[src/hw/rtl/dmbc_pkg.sv]
package dmbc_pkg;

  localparam int unsigned CfgDataWidth = 12;
  localparam int unsigned CfgIdxWidth  = 3;

  typedef enum logic [CfgIdxWidth-1:0] {
    CfgEnterPitch  = 3'd0,
    CfgEnterCount  = 3'd1,
    CfgExitPitch   = 3'd2,
    CfgExitCount   = 3'd3,
    CfgLightPitch  = 3'd4,
    CfgMediumPitch = 3'd5,
    CfgRollLimit   = 3'd6,
    CfgStopDist    = 3'd7
  } cfg_idx_e;

  typedef enum logic [1:0] {
    ActNone    = 2'd0,
    ActForward = 2'd1,
    ActReverse = 2'd2,
    ActStop    = 2'd3
  } action_e;

  typedef enum logic [1:0] {
    EvtNone     = 2'd0,
    EvtRoll     = 2'd1,
    EvtObstacle = 2'd2,
    EvtDone     = 2'd3
  } event_e;

  localparam logic [7:0] SpeedNoBrake = 8'd60;
  localparam logic [7:0] SpeedLight   = 8'd80;
  localparam logic [7:0] SpeedMedium  = 8'd120;
  localparam logic [3:0] CountMax     = 4'd15;

  typedef struct packed {
    logic signed [10:0] enter_pitch;
    logic [3:0]         enter_count;
    logic signed [10:0] exit_pitch;
    logic [3:0]         exit_count;
    logic signed [10:0] light_pitch;
    logic signed [10:0] medium_pitch;
    logic [9:0]         roll_limit;
    logic [11:0]        stop_distance;
  } cfg_t;

  typedef struct packed {
    logic signed [11:0] pitch;
    logic signed [11:0] roll;
    logic [11:0]        distance;
  } sample_t;

  typedef struct packed {
    logic               descent_mode;
    action_e            action;
    logic [7:0]         speed;
    event_e             evt;
    logic signed [11:0] steepest_pitch;
  } result_t;

endpackage

[src/hw/rtl/dmbc_cfg_regs.sv]
module dmbc_cfg_regs (
  input  logic                                 clk_i,
  input  logic                                 rst_ni,
  input  logic                                 wr_en_i,
  input  logic [dmbc_pkg::CfgIdxWidth-1:0]     wr_index_i,
  input  logic [dmbc_pkg::CfgDataWidth-1:0]    wr_data_i,
  output dmbc_pkg::cfg_t                       cfg_o
);
  import dmbc_pkg::*;

  cfg_t cfg_q;

  assign cfg_o = cfg_q;

  always_ff @(posedge clk_i or negedge rst_ni) begin
    if (!rst_ni) begin
      cfg_q.enter_pitch   <= -11'sd100;
      cfg_q.enter_count   <= 4'd3;
      cfg_q.exit_pitch    <= -11'sd30;
      cfg_q.exit_count    <= 4'd3;
      cfg_q.light_pitch   <= -11'sd120;
      cfg_q.medium_pitch  <= -11'sd150;
      cfg_q.roll_limit    <= 10'd200;
      cfg_q.stop_distance <= 12'd200;
    end else if (wr_en_i) begin
      unique case (cfg_idx_e'(wr_index_i))
        CfgEnterPitch:  cfg_q.enter_pitch   <= wr_data_i[10:0];
        CfgEnterCount:  cfg_q.enter_count   <= wr_data_i[3:0];
        CfgExitPitch:   cfg_q.exit_pitch    <= wr_data_i[10:0];
        CfgExitCount:   cfg_q.exit_count    <= wr_data_i[3:0];
        CfgLightPitch:  cfg_q.light_pitch   <= wr_data_i[10:0];
        CfgMediumPitch: cfg_q.medium_pitch  <= wr_data_i[10:0];
        CfgRollLimit:   cfg_q.roll_limit    <= wr_data_i[9:0];
        CfgStopDist:    cfg_q.stop_distance <= wr_data_i[11:0];
      endcase
    end
  end

  // counts stay within their 4 bit field whatever was written
  a_count_width: assert property (@(posedge clk_i) disable iff (!rst_ni)
    wr_en_i && (cfg_idx_e'(wr_index_i) == CfgEnterCount)
    |=> cfg_q.enter_count == $past(wr_data_i[3:0]))
    else $error("enter count not taken from write data");

  a_hold: assert property (@(posedge clk_i) disable iff (!rst_ni)
    !wr_en_i |=> $stable(cfg_q))
    else $error("configuration changed without a write");

  a_stop_dist: assert property (@(posedge clk_i) disable iff (!rst_ni)
    wr_en_i && (cfg_idx_e'(wr_index_i) == CfgStopDist)
    |=> cfg_q.stop_distance == $past(wr_data_i))
    else $error("stop distance not taken from write data");

endmodule

[src/hw/rtl/dmbc_core.sv]
module dmbc_core (
  input  logic              clk_i,
  input  logic              rst_ni,
  input  logic              fire_i,
  input  dmbc_pkg::sample_t sample_i,
  input  dmbc_pkg::cfg_t    cfg_i,
  output dmbc_pkg::result_t result_o
);
  import dmbc_pkg::*;

  logic               mode_q, mode_d;
  logic [3:0]         entry_q, entry_d;
  logic [3:0]         exit_q, exit_d;
  logic signed [11:0] min_q, min_d;

  logic signed [11:0] pitch;
  logic signed [11:0] enter_ext, exit_ext, light_ext, medium_ext, base_min;
  logic [12:0]        roll_abs;
  logic [3:0]         entry_inc, exit_inc;
  logic               steep;

  always_comb begin
    pitch      = sample_i.pitch;
    enter_ext  = {cfg_i.enter_pitch[10], cfg_i.enter_pitch};
    exit_ext   = {cfg_i.exit_pitch[10], cfg_i.exit_pitch};
    light_ext  = {cfg_i.light_pitch[10], cfg_i.light_pitch};
    medium_ext = {cfg_i.medium_pitch[10], cfg_i.medium_pitch};
    roll_abs   = sample_i.roll[11] ? (13'd0 - {sample_i.roll[11], sample_i.roll})
                                   : {1'b0, sample_i.roll};
    entry_inc  = (entry_q != CountMax) ? entry_q + 4'd1 : entry_q;
    exit_inc   = (exit_q != CountMax) ? exit_q + 4'd1 : exit_q;
    steep      = pitch < enter_ext;
    base_min   = mode_q ? min_q : pitch;

    mode_d  = mode_q;
    entry_d = entry_q;
    exit_d  = exit_q;
    min_d   = min_q;
    result_o.action = ActNone;
    result_o.speed  = '0;
    result_o.evt    = EvtNone;

    if (steep) begin
      entry_d = entry_inc;
      if (entry_inc >= cfg_i.enter_count) begin
        mode_d = 1'b1;
        min_d  = (pitch < base_min) ? pitch : base_min;
        priority if (roll_abs > {3'b000, cfg_i.roll_limit}) begin
          result_o.action = ActStop;
          result_o.evt    = EvtRoll;
        end else if (sample_i.distance < cfg_i.stop_distance) begin
          result_o.action = ActStop;
          result_o.evt    = EvtObstacle;
        end else if (pitch < medium_ext) begin
          result_o.action = ActReverse;
          result_o.speed  = SpeedMedium;
        end else if (pitch < light_ext) begin
          result_o.action = ActReverse;
          result_o.speed  = SpeedLight;
        end else begin
          result_o.action = ActForward;
          result_o.speed  = SpeedNoBrake;
        end
      end
    end else begin
      entry_d = '0;
      if (mode_q && (pitch > exit_ext)) begin
        if (exit_inc >= cfg_i.exit_count) begin
          mode_d = 1'b0;
          exit_d = '0;
          min_d  = '0;
          result_o.action = ActStop;
          result_o.evt    = EvtDone;
        end else begin
          exit_d = exit_inc;
        end
      end else begin
        exit_d = '0;
      end
    end

    result_o.descent_mode   = mode_d;
    result_o.steepest_pitch = min_d;
  end

  always_ff @(posedge clk_i or negedge rst_ni) begin
    if (!rst_ni) begin
      mode_q  <= 1'b0;
      entry_q <= '0;
      exit_q  <= '0;
      min_q   <= '0;
    end else if (fire_i) begin
      mode_q  <= mode_d;
      entry_q <= entry_d;
      exit_q  <= exit_d;
      min_q   <= min_d;
    end
  end

  a_min_outside: assert property (@(posedge clk_i) disable iff (!rst_ni)
    !mode_q |-> min_q == '0)
    else $error("steepest pitch kept outside descent");

  a_done_clears: assert property (@(posedge clk_i) disable iff (!rst_ni)
    fire_i && result_o.evt == EvtDone |=> !mode_q && exit_q == '0)
    else $error("descent completion did not clear mode");

  a_exit_idle: assert property (@(posedge clk_i) disable iff (!rst_ni)
    !mode_q |-> exit_q == '0)
    else $error("exit counter running outside descent");

endmodule

[src/hw/rtl/descent_mode_brake_controller.sv]
// channel   direction  handshake                 payload
// in        sink       in_valid_i / in_stall_o   pitch_i, roll_i, distance_i
// out       source     out_valid_o / out_stall_i descent_mode_o .. steepest_pitch_o
// cfg       sink       cfg_valid_i / cfg_ready_o cfg_index_i, cfg_data_i
//
// one transaction per cycle sustained while out does not stall; a sample passes
// the input register, then decision logic into the result register
// rst_ni clears control, mode state and loads the register defaults
// a stalled result holds in the output register while one more sample waits
// in the input register; in_stall_o rises only when both are full and out stalls
module descent_mode_brake_controller (
  input  logic               clk_i,
  input  logic               rst_ni,
  // sample input channel
  input  logic               in_valid_i,
  output logic               in_stall_o,
  input  logic signed [11:0] pitch_i,
  input  logic signed [11:0] roll_i,
  input  logic [11:0]        distance_i,
  // result channel
  output logic               out_valid_o,
  input  logic               out_stall_i,
  output logic               descent_mode_o,
  output logic [1:0]         motor_action_o,
  output logic [7:0]         motor_speed_o,
  output logic [1:0]         event_code_o,
  output logic signed [11:0] steepest_pitch_o,
  // register write channel
  input  logic               cfg_valid_i,
  output logic               cfg_ready_o,
  input  logic [2:0]         cfg_index_i,
  input  logic [11:0]        cfg_data_i
);
  import dmbc_pkg::*;

  // input register stage
  logic    in_valid_q, in_valid_d;
  sample_t sample_q;
  // result register stage
  logic    out_valid_q, out_valid_d;
  result_t result_q, result_c;

  cfg_t    cfg;
  logic    in_accept;
  logic    advance;

  // register writes are always taken
  assign cfg_ready_o = 1'b1;

  dmbc_cfg_regs u_cfg (
    .clk_i     (clk_i),
    .rst_ni    (rst_ni),
    .wr_en_i   (cfg_valid_i),
    .wr_index_i(cfg_index_i),
    .wr_data_i (cfg_data_i),
    .cfg_o     (cfg)
  );

  // the sample moves on when the result register is empty or being drained
  assign advance    = in_valid_q && (!out_valid_q || !out_stall_i);
  assign in_stall_o = in_valid_q && !advance;
  assign in_accept  = in_valid_i && !in_stall_o;

  // mode state updates only when a sample actually moves to the result stage
  dmbc_core u_core (
    .clk_i   (clk_i),
    .rst_ni  (rst_ni),
    .fire_i  (advance),
    .sample_i(sample_q),
    .cfg_i   (cfg),
    .result_o(result_c)
  );

  always_comb begin
    in_valid_d  = in_accept ? 1'b1 : (advance ? 1'b0 : in_valid_q);
    out_valid_d = advance ? 1'b1 : (out_valid_q && out_stall_i);
  end

  always_ff @(posedge clk_i or negedge rst_ni) begin
    if (!rst_ni) begin
      in_valid_q  <= 1'b0;
      out_valid_q <= 1'b0;
    end else begin
      in_valid_q  <= in_valid_d;
      out_valid_q <= out_valid_d;
    end
  end

  // payload registers, no reset needed
  always_ff @(posedge clk_i) begin
    if (in_accept) begin
      sample_q.pitch    <= pitch_i;
      sample_q.roll     <= roll_i;
      sample_q.distance <= distance_i;
    end
    if (advance) begin
      result_q <= result_c;
    end
  end

  assign out_valid_o      = out_valid_q;
  assign descent_mode_o   = result_q.descent_mode;
  assign motor_action_o   = result_q.action;
  assign motor_speed_o    = result_q.speed;
  assign event_code_o     = result_q.evt;
  assign steepest_pitch_o = result_q.steepest_pitch;

  // drive commands only come out while descending
  a_cmd_in_descent: assert property (@(posedge clk_i) disable iff (!rst_ni)
    out_valid_q && !result_q.descent_mode
    |-> (result_q.action == ActNone || result_q.action == ActStop))
    else $error("drive command outside descent");

  a_speed_action: assert property (@(posedge clk_i) disable iff (!rst_ni)
    out_valid_q
    |-> ((result_q.action == ActForward || result_q.action == ActReverse)
         == (result_q.speed != '0)))
    else $error("speed does not match action");

  a_full_stall: assert property (@(posedge clk_i) disable iff (!rst_ni)
    in_valid_q && out_valid_q && out_stall_i |-> in_stall_o)
    else $error("input taken while both stages blocked");

  a_no_drop: assert property (@(posedge clk_i) disable iff (!rst_ni)
    out_valid_q && out_stall_i |=> out_valid_q && $stable(result_q))
    else $error("stalled result lost or changed");

endmodule
[config.mk]
export PLATFORM = sky130hd
export DESIGN_NAME = descent_mode_brake_controller
export DESIGN_NICKNAME = d
export VERILOG_FILES = /design/src/hw/rtl/dmbc_pkg.sv /design/src/hw/rtl/dmbc_cfg_regs.sv /design/src/hw/rtl/dmbc_core.sv /design/src/hw/rtl/descent_mode_brake_controller.sv
export SDC_FILE = /design/constraint.sdc
export NUM_CORES = 1
export LEC_CHECK = 0
export BUFFER_PORTS_ARGS = -buffer_cell sky130_fd_sc_hd__buf_4
export CORE_MARGIN = 5
export CORE_UTILIZATION = 54
export DETAILED_ROUTE_END_ITERATION = 10
export PLACE_DENSITY = 0.81
export SYNTH_ARGS = -nofsm -noshare
export SYNTH_HDL_FRONTEND = slang
export SYNTH_SLANG_ARGS = --single-unit
[constraint.sdc]
create_clock -name clk_i -period 3.2 [get_ports clk_i]
set_input_delay 0.64 -clock clk_i [delete_from_list [all_inputs] [get_ports clk_i]]
set_output_delay 0.64 -clock clk_i [all_outputs]
set_load 0.01 [all_outputs]
### Word level (Yosys, flattened, before mapping)

Cells that the tools add are included.

| operators by class | value |
|---|---|
| multiplexer cells | 32 |
| bitwise operators | 2 |
| $add $sub $neg | 3 |
| reduce and logical (&&, ||, !) cells | 23 |
| $lt $le $gt $ge | 9 |
| equal/unequal tests | 9 |

Operators by type and width:

| operator | count |
|---|---|
| $mux 12 | 7 |
| $lt 12x11->1 | 3 |
| $lt 12x12->1 | 2 |
| $mux 10 | 2 |
| $mux 4 | 5 |
| $reduce_and 2->1 | 9 |
| $mux 2 | 8 |
| $mux 8 | 2 |
| $gt 13x10->1 | 1 |
| $mux 13 | 1 |
| $sub 1x12->13 const A | 1 |
| $eq 3x3->1 const B | 4 |
| $gt 12x11->1 | 1 |
| $add 4x1->4 const B | 2 |
| $ge 4x4->1 | 2 |
| $ne 4x4->1 const B | 2 |
| $mux 1 | 7 |
| $eq 3x2->1 const B | 2 |
| $logic_and 1x1->1 | 5 |
| $reduce_or 5->1 | 1 |
| $logic_not 1->1 | 4 |
| $reduce_or 4->1 | 1 |
| $eq 3x1->1 const B | 1 |
| $logic_not 3->1 | 1 |
| other kinds (3) | 4 |

| storage, ports and cells | value |
|---|---|
| register bits | 158 |
| output and inout port bits | 28 |
| logic and storage cells | 101 |
| bits of input ports | 56 |

### Logic depth before layout (Yosys ltp)

Gate-level depths: netlist of run 1.

| depth | value |
|---|---|
| depth after elaboration | 8 |
| mapped depth | 14 |
| depth with buffers taken out | 14 |

### Modules after synthesis

From an unflattened synthesis of run 1, not the netlist that was laid out.

| second synthesis, totals | value |
|---|---|
| cells, all modules | 697 |
| area, all modules | 8630.8 µm² |

By module, submodules not included:

| module | instances | sequential area each (µm²) | cells an instance | area an instance (µm²) |
|---|---|---|---|---|
| dmbc_core | 1 | 525.5 | 464 | 3759.9 |
| dmbc_cfg_regs | 1 | 1896.8 | 162 | 2935.3 |
| descent_mode_brake_controller | 1 | 1881.8 | 71 | 1935.6 |

### Least setup slack after synthesis of run 1

No wires, ideal clock.

| path | value |
|---|---|
| kind | register -> register |
| start | register u_core.mode_q |
| end | register result_q, in the netlist steepest_pitch_o[3], data pin |
| slack | -0.110 ns |
| data arrival time | 3.054 ns |
| library setup time | 0.256 ns |
| required time | 2.944 ns |
| cell stages (with the launch flop) | 13 |
| cells stage by stage | dfrtp_1 buf_2 buf_1 mux2i_1 ha_1 and4_1 a21o_1 or4b_4 o221ai_4 nand3_1 buf_4 and2_4 a22o_1 |

RTL lines:

| what | RTL line | source |
|---|---|---|
| start, declared | dmbc_core.sv:11 | `logic mode_q, mode_d;` |
| start signal, assigned | dmbc_core.sv:93 | `mode_q <= mode_d;` |
| end signal, assigned | descent_mode_brake_controller.sv:97 | `result_q <= result_c;` |
| end, declared | descent_mode_brake_controller.sv:41 | `result_t result_q, result_c;` |

==> results of run 1 <==
final cells by class:
cell class	instances	area, µm²
timing repair buffer	100	763
inverter	86	323
clock inverter	12	113
sequential	154	4180
clock buffer	20	447
multi-input combinational	504	3810
tap	188	235
fill	1184	5330
metrics by stage:
stage / setup slack (ns) / util / hold WS (ns)
after floorplan: 0.113 / - / 0.344
after global placement: 0.195 / 0.611 / 0.486
after detailed placement: 0.0145 / 0.611 / 0.494
after CTS: 0.103 / 0.648 / 0.248
after global routing: 0.00293 / 0.650 / 0.268
final: 0.104 / 0.650 / 0.218
layout by cell type, fill, tap and decap left out, types with 11 or more instances in the layout:
cell type | netlist | routed
ha_1 | 88 | 88
mux2i_1 | 13 | 13
nand2b_1 | 11 | 11
a21oi_1 | 27 | 27
edfxtp_1 | 57 | 57
nor2_1 | 35 | 35
nand3_1 | 18 | 18
mux2_2 | 42 | 42
clkbuf_16 | 0 | 17
dfrtp_1 | 61 | 61
dfstp_2 | 36 | 36
nand2_1 | 85 | 85
inv_1 | 85 | 85
buf_4 | 8 | 99
o21ai_0 | 49 | 48
per-layer routing:
metal / track usage / routed length [µm] / vias to the layer above
met5: 0 / 0 / -
met3: 0.0496 / 1020 / 35
li1: - / - / 2915
met2: 0.367 / 9010 / 172
met4: 0.0786 / 450 / 0
met1: 0.279 / 8350 / 2867
report_power, final:
group / internal (W) / leakage [nW] / switching (W) / total [W]
registers: 0.00256 / 1.69 / 0.000264 / 0.00282
logic: 0.000998 / 2.50 / 0.00110 / 0.00210
clock network: 0.00110 / 0.270 / 0.000811 / 0.00191
logic make-up (layout without fill, tap and decap cells):
family,after synthesis,after routing,share of synthesized area
compound gates,158,158,0.126
xor+xnor,10,10,0.0104
fa+ha+maj,88,88,0.131
buf+inv,110,218,0.0533
flops,154,154,0.499
mux,55,55,0.0719
other cells,2,4,0.000896
simple gates,189,189,0.107
critical path, cell delays in order, from the launching register on:
cell and delay [ns]:
edfxtp_1 0.58, ha_1 0.39, and4_1 0.19, nand3_1 0.12
a2111oi_2 0.49, nor3_4 0.18, a2111o_1 0.51, and2_4 0.19
a22o_1 0.19
state kept, by name, indices dropped and copies added, names as in the netlist:
| name | count |
|---|---|
| descent_mode_o | 1 |
| event_code_o | 2 |
| in_valid_q | 1 |
| motor_action_o | 2 |
| motor_speed_o | 4 |
| out_valid_o | 1 |
| sample_q | 36 |
| steepest_pitch_o | 12 |
| u_cfg.cfg_o | 74 |
| u_core.entry_q | 4 |
| u_core.exit_q | 4 |
| u_core.min_q | 12 |
| u_core.mode_q | 1 |
how the worst max path moves through the flow:
stage	to	slack, ns	startpoint
floorplan	steepest_pitch_o[3]$_DFFE_PP_	0.11	u_core.mode_q$_DFFE_PN0P_
global placement	motor_action_o[0]$_DFFE_PP_	0.19	sample_q[16]$_DFFE_PP_
detailed placement	motor_action_o[0]$_DFFE_PP_	0.01	sample_q[16]$_DFFE_PP_
CTS	event_code_o[0]$_DFFE_PP_	0.10	sample_q[35]$_DFFE_PP_
global route	steepest_pitch_o[7]$_DFFE_PP_	0.003	sample_q[34]$_DFFE_PP_
finish	steepest_pitch_o[7]$_DFFE_PP_	0.10	sample_q[33]$_DFFE_PP_
==> impl_results.md, run 1 <==
* RSZ-0062 raised after global routing: false
* Die H at roughly 130 µm
* Max Cap Viol at 0
* Longest Clk Path Bufs at 2
* Drt total wl at between 15000 and 20000 µm
* Startpoint class of the critical path: register
* Post-cts resize count at 1
* Critical Path RT at 3.37 ns
* Via density at ~5.6
* Crit. End Element: register
* Pwr/cell area at about 690 mW/mm²
* Arrival time at the worst endpoint at 3.27 ns
* Crit Path Max Fanout at 13
* Gpl congestion at ~0.9
* Post-Syn Area at approximately 0.0084 mm²
* Die width at 135 µm
* Root buf cell: clkbuf_16
* Core ar. at between 0.015 and 0.02 mm²
* Die ar. at roughly 0.018 mm²
* Fin cells at ~1100
* CP Class: reg -> reg
* I/O pin cnt at 84
* Synth area leader: edfxtp_1
* Area Growth Syn to Fin at 17.8%
* Static Leak at between 4 and 5 nW
* Placed cells at around 1000
* Avg Synthesized Cell Area at ~11 µm²
* Vias in the first global route at roughly 6000
* # DRC at 0
* R2r startpoint: sample_q[33]$_DFFE_PP_
* Commonest cells post-synth: ha_1 (88), inv_1 (85), nand2_1 (85), dfrtp_1 (61), edfxtp_1 (57)
* Setup skew after layout at roughly 0.008 ns
* Post-Syn Instances at 766
* Overflow after GRT at 0
* Slew at the pin closest to its max-slew limit at 0.898 ns
* Yosys reg bits at between 150 and 200
* Final Net Count at approximately 1000
* First-pass GRT wire length at around 31000 µm
* Tcrit/Tclk final at 0.967
* Total power at 0.00683 W
* Seq/Total Area, Yosys at 0.499
* Post-synth top area share at 0.204
* Min cycle time layout at between 3 and 4 ns
* Routed wire per std cell at roughly 18 µm
* Sink Count at ~150
* Antenna cells at 0
* Drt first pass iters at 5
* H-tree lvl count at 4
* Vias at around 6000
* Final hold violation count at 0
* Post-route cell area at about 0.0099 mm²
* Initial drt markers at 409
* Initial antenna violation count at 0
* Endpoints failing setup at 0
* FFs w/ async S/R, synth at 0.630
* Worst skew pair latency at around 0.43 ns
* Starting Density at 0.552
* TritonCTS clock tree: built
* Fmax at 323 MHz
* Post-synth cell types at 63
* R2r setup slk at around 0.10 ns
* Top-count cell post-synth: ha_1
* Register-to-Register Path Depth at 8
* Hold crit path type: in -> async
* Routed Antenna Nets at 0
* GRT Util Overall at 0.219
* Reg2reg end: steepest_pitch_o[7]$_DFFE_PP_
* Worst-path clk slew at ~0.060 ns
* Largest cells by area after synthesis: edfxtp_1 (20%), dfrtp_1 (18%), ha_1 (13%)
* Largest net degree at the start of global routing at between 50 and 60
* Post-CTS setup buffer count at 0
* Post-Route Setup TNS at 0 ns
* EDFF count, synth at 57
* Final Slew Violations at 0
* DP HPWL at 13700 µm
* Placed cell area at about 0.0093 mm²
* Port-buffer cells at 79
* Yosys warnings at 0
* Status: finished clean
* Ys flop type: dfrtp_1
* Hold Buf Count CTS at 0
* CTS Buf Count at 17
* Relative slew slack at 0.401
* Row count at 45
* Worst VDD drop at approximately 440 µV
* Share of cells above drive strength 1 at 0.257
(Power assumes the default switching activity.)
==> inputs of run 2 (changes only) <==
CORE_MARGIN = 4   (was 5)
SETUP_SLACK_MARGIN = 0.3   (was not set)
==> impl_results.md, run 2 (synthesized netlist as in run 1, its figures left out) <==
* Drt first pass iters at 5 (unchanged)
* CP Class: reg -> reg
* TritonCTS clock tree: built
* Area Growth Syn to Fin at 23.4%
* First-pass GRT wire length at 32000 µm (+4.0%)
* Met2 WL post-DR at 9500 µm (+5.4%)
* Root buf cell: clkbuf_16
* Hold Buf Count CTS at 0 (unchanged)
* Tcrit/Tclk final at 0.914 (-0.0538)
* Startpoint class of the critical path: register
* Wl on met1 at 8450 µm (+1.2%)
* Worst skew pair latency at 0.43 ns (about the same)
* Setup skew after layout at 0.0100 ns (+0.00212 ns)
* Relative slew slack at 0.393 (-0.00875)
* Max layer used: met4
* Starting Density at 0.552 (unchanged)
* Die ar. at 0.0176 mm² (-2.9%)
* Most frequent cells in the layout: buf_4 (129), inv_1 (85), ha_1 (83)
* Port-buffer cells at 79 (unchanged)
* Slowest CP cell: edfxtp_1
* Vias at 6306 (+5.3%)
* Share of cells above drive strength 1 at 0.319 (+0.0625)
* Final hold violation count at 0 (unchanged)
* Drt total wl at 19600 µm (+4.3%)
* I/O pin cnt at 84 (unchanged)
* Fmax at 342 MHz (+5.9%)
* Placed cells at 1031 (-0.097%)
* RSZ-0062 raised after global routing: true
* Routed Antenna Nets at 0 (unchanged)
* Commonest non-fill, non-tap cell in the layout: buf_4
* Pre-CTS WS at 0.0920 ns (+0.0775 ns)
* Gpl congestion at 0.882 (+0.88%)
* Arrival time at the worst endpoint at 3.10 ns (-0.17 ns)
* Core ar. at 0.0152 mm² (unchanged)
* CP cell instances: nor4_2, buf_4, nand2b_4, o21ai_2, xnor2_1, ha_1, nand2_1, nor2_1, a2111oi_2, a221o_1, nand3_4, nor2b_1, o21ai_1
* Row count at 45 (unchanged)
* DP HPWL at 13300 µm (-2.9%)
* Worst VDD drop at 483 µV (+10%)
* Min cycle time layout at 2.92 ns (-0.172 ns)
* Routed wire per std cell at 17.9 µm (+1.2%)
* Slew at the pin closest to its max-slew limit at 0.904 ns (+0.00617 ns)
* Hold crit path type: in -> async
* Crit. End Element: register
* Max reg flops at 74 (unchanged)
* Crit Path Max Fanout at 4 (-9)
* Fin cells at 1096 (+3.0%)
* Routed length on met3 at 1100 µm (+8.6%)
* H-tree lvl count at 4 (unchanged)
* Pwr/cell area at 683 mW/mm² (-1.2%)
* Setup ws final at 0.276 ns (+0.172 ns)
* Antenna cells at 0 (unchanged)
* Die width at 133 µm (-1.5%)
* GRT Util Overall at 0.230 (+0.0109)
* # DRC at 0 (unchanged)
* Longest Clk Path Bufs at 2 (unchanged)
* Worst path max stage delay at 0.43 ns (-0.15 ns)
* Largest net degree at the start of global routing at 79 (+52%)
* Worst-path clk slew at 0.06 ns (about the same)
* Critical Path RT at 3.38 ns (about the same)
* WHS at 0.110 ns (-0.108 ns)
* Max Cap Viol at 0 (unchanged)
* Post-Route Setup TNS at 0 ns (unchanged)
* Initial antenna violation count at 0 (unchanged)
* CTS Buf Count at 17 (unchanged)
* Vias in the first global route at 6400 (+5.7%)
* Final Slew Violations at 0 (unchanged)
* Final Net Count at 1039 (+3.2%)
* Via density at 5.75 (+2.2%)
* Sink Count at 154 (unchanged)
* Die H at 133 µm (-1.5%)
* Endpoints failing setup at 0 (unchanged)
* Status: finished clean
* Overflow after GRT at 0 (unchanged)
* Static Leak at 4.65 nW (+4.4%)
* Fillers at 1107 (-6.5%)
* Initial drt markers at 362 (-11%)
-- run 2: cell types whose count changed in the layout (fill, tap and decap cells not counted), moves of 4 or more --
cell | previous run | this run
nand2_1 | 85 | 81
buf_4 | 99 | 129
ha_1 | 88 | 83
ha_4 | 0 | 4
nand2_2 | 1 | 5
nand3_1 | 18 | 14
-- run 2: cell type report --
class                           count  area [µm²]  area share
Tap cell                          188         235      0.0227
Clock inverter                     13         131      0.0127
Clock buffer                       19         443      0.0428
Timing Repair Buffer              132        1010      0.0977
Sequential cell                   154        4190       0.405
Multi-Input combinational cell    504        4020       0.388
Inverter                           86         323      0.0312
-- run 2: critical path: cells and delay by family (launching register included) --
family	cells	cell delay, ns
simple gates	6	0.85
xor+xnor	1	0.10
flops	1	0.43
fa+ha+maj	1	0.32
buf+inv	1	0.20
compound gates	4	0.79
-- run 2: timing repair --
item	4_1_cts	5_1_grt
pin swaps	5	22
cloned	0	0
setup endpoints to repair	32	34
buffers inserted	24	9
resized for setup	13	36
-- run 2: metal layers --
metal,vias to the layer above,GRT usage
met5,-,0
met4,0,0.0901
met3,51,0.0540
met2,201,0.378
met1,3058,0.295
li1,2996,-
-- run 2: metrics by stage --
| stage | util | power, W | cell area (µm²) |
|---|---|---|---|
| 2_1_floorplan | - | 0.00425 | 8410 |
| 3_3_place_gp | 0.611 | 0.00481 | 9280 |
| 3_5_place_dp | 0.611 | 0.00490 | 9280 |
| 4_1_cts | 0.664 | 0.00694 | 10100 |
| 5_1_grt | 0.681 | 0.00753 | 10300 |
| 6_report | 0.681 | 0.00706 | 10300 |
-- run 2: where the power goes --
part	switching, W	internal [W]
sequential	0.000271	0.00256
combinational	0.00117	0.00110
clock	0.000844	0.00111
total	0.00229	0.00477
-- run 2: path summary, 6_finish.rpt --
check                                            startpoint                           to  slack (ns)  depth (start not counted)
worst max-delay path                 sample_q[17]$_DFFE_PP_  motor_action_o[0]$_DFFE_PP_        0.28                         13
worst min-delay path                                 rst_ni  u_core.min_q[2]$_DFFE_PN0P_        0.11                          1
worst max register to register       sample_q[17]$_DFFE_PP_  motor_action_o[0]$_DFFE_PP_        0.28                         13
worst min register to register  u_cfg.cfg_o[29]$_DFFE_PN0P_  u_cfg.cfg_o[29]$_DFFE_PN0P_        0.51                          1
max in group asynchronous                            rst_ni  u_cfg.cfg_o[66]$_DFFE_PN1P_        2.35                          2
min in group clk_i                            distance_i[6]        sample_q[6]$_DFFE_PP_        0.39                          1
==> inputs of run 3 (changes only) <==
CELL_PAD_IN_SITES_DETAIL_PLACEMENT = 1   (was not set)
CELL_PAD_IN_SITES_GLOBAL_PLACEMENT = 1   (was not set)
CORE_ASPECT_RATIO = 0.9   (was not set)
CORE_UTILIZATION = 43   (was 54)
CTS_BUF_LIST = sky130_fd_sc_hd__clkbuf_8 sky130_fd_sc_hd__clkbuf_16   (was not set)
==> impl_results.md, run 3 (synthesized netlist as in run 1, its figures left out) <==
* Status: finished clean
* Final Slew Violations at 0 (unchanged)
* First-pass GRT wire length at 37700 µm (+18%)
* Setup skew after layout at 0.0139 ns (+0.00392 ns)
* Hold crit path type: in -> async
* Pint at 0.00477 W (-0.16%)
* Row count at 48 (+6.7%)
* Fin util at 0.551 (-0.130)
* Largest net degree at the start of global routing at 44 (-44%)
* H-tree lvl count at 4 (unchanged)
* Crit path to: u_core.min_q[1]$_DFFE_PN0P_
* Static Leak at 4.74 nW (+1.9%)
* Max Cap Viol at 0 (unchanged)
* GRT Util Overall at 0.222 (-0.00747)
* Vias in the first global route at 6918 (+8.1%)
* DP HPWL at 16000 µm (+20%)
* Root buf cell: clkbuf_16
* Fmax at 330 MHz (-3.5%)
* Worst VDD drop at 323 µV (-33%)
* Slowest CP cell: edfxtp_1
* Startpoint class of the critical path: register
* Crit. End Element: register
* Tcrit/Tclk final at 0.947 (+0.0336)
* Seq pwr share at 0.389 (-0.012)
* Slew at the pin closest to its max-slew limit at 0.892 ns (-0.0117 ns)
* Max reg flops at 74 (unchanged)
* R2r setup slk at 0.17 ns (-0.11 ns)
* Clock power share at 0.257 (-0.020)
* Die H at 140 µm (+5.9%)
* CP Class: reg -> reg
* P_sw at 0.00252 W (+10%)
* Overflow after GRT at 0 (unchanged)
* Routed Antenna Nets at 0 (unchanged)
* Drt first pass iters at 5 (unchanged)
* Pwr/cell area at 690 mW/mm² (+1.1%)
* TritonCTS clock tree: built
* Crit Path Max Fanout at 6 (+2)
* CTS Buf Count at 17 (unchanged)
* Final hold violation count at 0 (unchanged)
* Worst skew pair latency at 0.44 ns (about the same)
* Antenna cells at 0 (unchanged)
* Post-Route Setup TNS at 0 ns (unchanged)
* Placed cell area at 0.00936 mm² (+0.86%)
* Post-route cell area at 0.0106 mm² (+2.0%)
* Gpl congestion at 0.807 (-8.5%)
* Commonest non-fill, non-tap cell in the layout: buf_4
* CP cell instances: buf_4, mux2i_1, ha_1, a21o_1, a21o_1, or4b_4, o221ai_4, nand3_4, buf_6, nor2_4, a22o_1
* Min cycle time layout at 3.03 ns (+0.107 ns)
* Worst Setup SP: sample_q[30]$_DFFE_PP_
* Arrival time at the worst endpoint at 3.39 ns (+0.29 ns)
* Area Growth Syn to Fin at 25.9%
* Via density at 5.54 (-3.7%)
* Most frequent cells in the layout: buf_4 (130), inv_1 (85), ha_1 (83)
* Initial drt markers at 296 (-18%)
* Longest Clk Path Bufs at 2 (unchanged)
* Comb pwr share at 0.354 (+0.032)
* Register-to-Register Path Depth at 11 (-2)
* Initial antenna violation count at 0 (unchanged)
* Final Net Count at 1045 (+0.58%)
* Share of cells above drive strength 1 at 0.348 (+0.0285)
* Drt total wl at 24400 µm (+24%)
* Sink Count at 154 (unchanged)
* Critical Path RT at 3.56 ns (+0.18 ns)
* I/O pin cnt at 84 (unchanged)
* Port-buffer cells at 79 (unchanged)
* Hold Buf Count CTS at 0 (unchanged)
* Reg2reg end: u_core.min_q[1]$_DFFE_PN0P_
* Die ar. at 0.0218 mm² (+24%)
* Worst-path clk slew at 0.06 ns (about the same)
* Relative slew slack at 0.405 (+0.0125)
* Most frequent CP cell: a21o_1
* Starting Density at 0.438 (-0.114)
* Worst path max stage delay at 0.51 ns (+0.08 ns)
* Endpoints failing setup at 0 (unchanged)
* RSZ-0062 raised after global routing: true
* Routed wire per std cell at 21.0 µm (+17%)
* Core ar. at 0.0192 mm² (+26%)
* Sw frac at 0.346 (+0.0218)
* Vias at 6447 (+2.2%)
* R2r startpoint: sample_q[30]$_DFFE_PP_
* # DRC at 0 (unchanged)
* Die width at 155 µm (+17%)
==> run 3: what timing repair did <==
| action | CTS | global route |
|---|---|---|
| gates resized for setup | 27 | 59 |
| pin swaps | 11 | 39 |
| setup buffers | 25 | 10 |
| gates cloned | 1 | 1 |
| endpoints found under the setup margin | 32 | 32 |
==> run 3: layout make-up <==
| cell class | count | area, µm² |
|---|---|---|
| Timing Repair Buffer | 138 | 1090 |
| Multi-Input combinational cell | 504 | 4110 |
| Clock buffer | 18 | 439 |
| Tap cell | 250 | 313 |
| Clock inverter | 14 | 95.1 |
| Inverter | 86 | 323 |
| Fill cell | 2008 | 8600 |
| Sequential cell | 154 | 4190 |
==> run 3: per-stage QoR <==
step	worst slack [ns]	instances	hold WS [ns]	total power, W
after detailed placement	0.115	1095	0.494	0.00501
after global routing	0.0405	1164	0.240	0.00773
final	0.169	1164	0.215	0.00729
after CTS	0.307	1153	0.221	0.00706
after floorplan	0.300	768	0.344	0.00425
after global placement	0.176	1095	0.487	0.00485
==> run 3: worst max-delay path: cells and delay by family, from the launching register on <==
| kind | cells | cell delay, ns |
|---|---|---|
| and+or+nand+nor | 3 | 0.85 |
| buffers and inverters | 2 | 0.43 |
| muxes | 1 | 0.11 |
| adders and majority gates | 1 | 0.22 |
| AOI/OAI and AO/OA | 4 | 0.84 |
| DFF | 1 | 0.51 |
==> run 3: worst min path at each step <==
stage,end,depth (start not counted),start,slack (ns)
after global placement,u_cfg.cfg_o[22]$_DFFE_PN0P_,1,u_cfg.cfg_o[22]$_DFFE_PN0P_,0.49
after CTS,u_cfg.cfg_o[38]$_DFFE_PN0P_,1,rst_ni,0.22
final,u_cfg.cfg_o[29]$_DFFE_PN0P_,1,rst_ni,0.21
after detailed placement,u_cfg.cfg_o[29]$_DFFE_PN0P_,1,u_cfg.cfg_o[29]$_DFFE_PN0P_,0.49
after global routing,u_cfg.cfg_o[39]$_DFFE_PN0P_,1,rst_ni,0.24
after floorplan,in_valid_q$_DFFE_PN0P_,0,rst_ni,0.34
==> run 3: power groups by stage <==
| stage | clock network, W | logic [W] | registers [W] |
|---|---|---|---|
| floorplan | 0 | 0.00146 | 0.00279 |
| detailed placement | 0 | 0.00214 | 0.00287 |
| CTS | 0.00190 | 0.00235 | 0.00282 |
| global route | 0.00200 | 0.00286 | 0.00287 |
| global placement | 0 | 0.00201 | 0.00284 |
| finish | 0.00187 | 0.00258 | 0.00284 |
==> run 3: routing by layer <==
| metal | track usage | wire, µm |
|---|---|---|
| met5 | 0 | 0 |
| met4 | 0.0852 | 661 |
| met3 | 0.0386 | 996 |
| met2 | 0.379 | 12400 |
| met1 | 0.283 | 10400 |
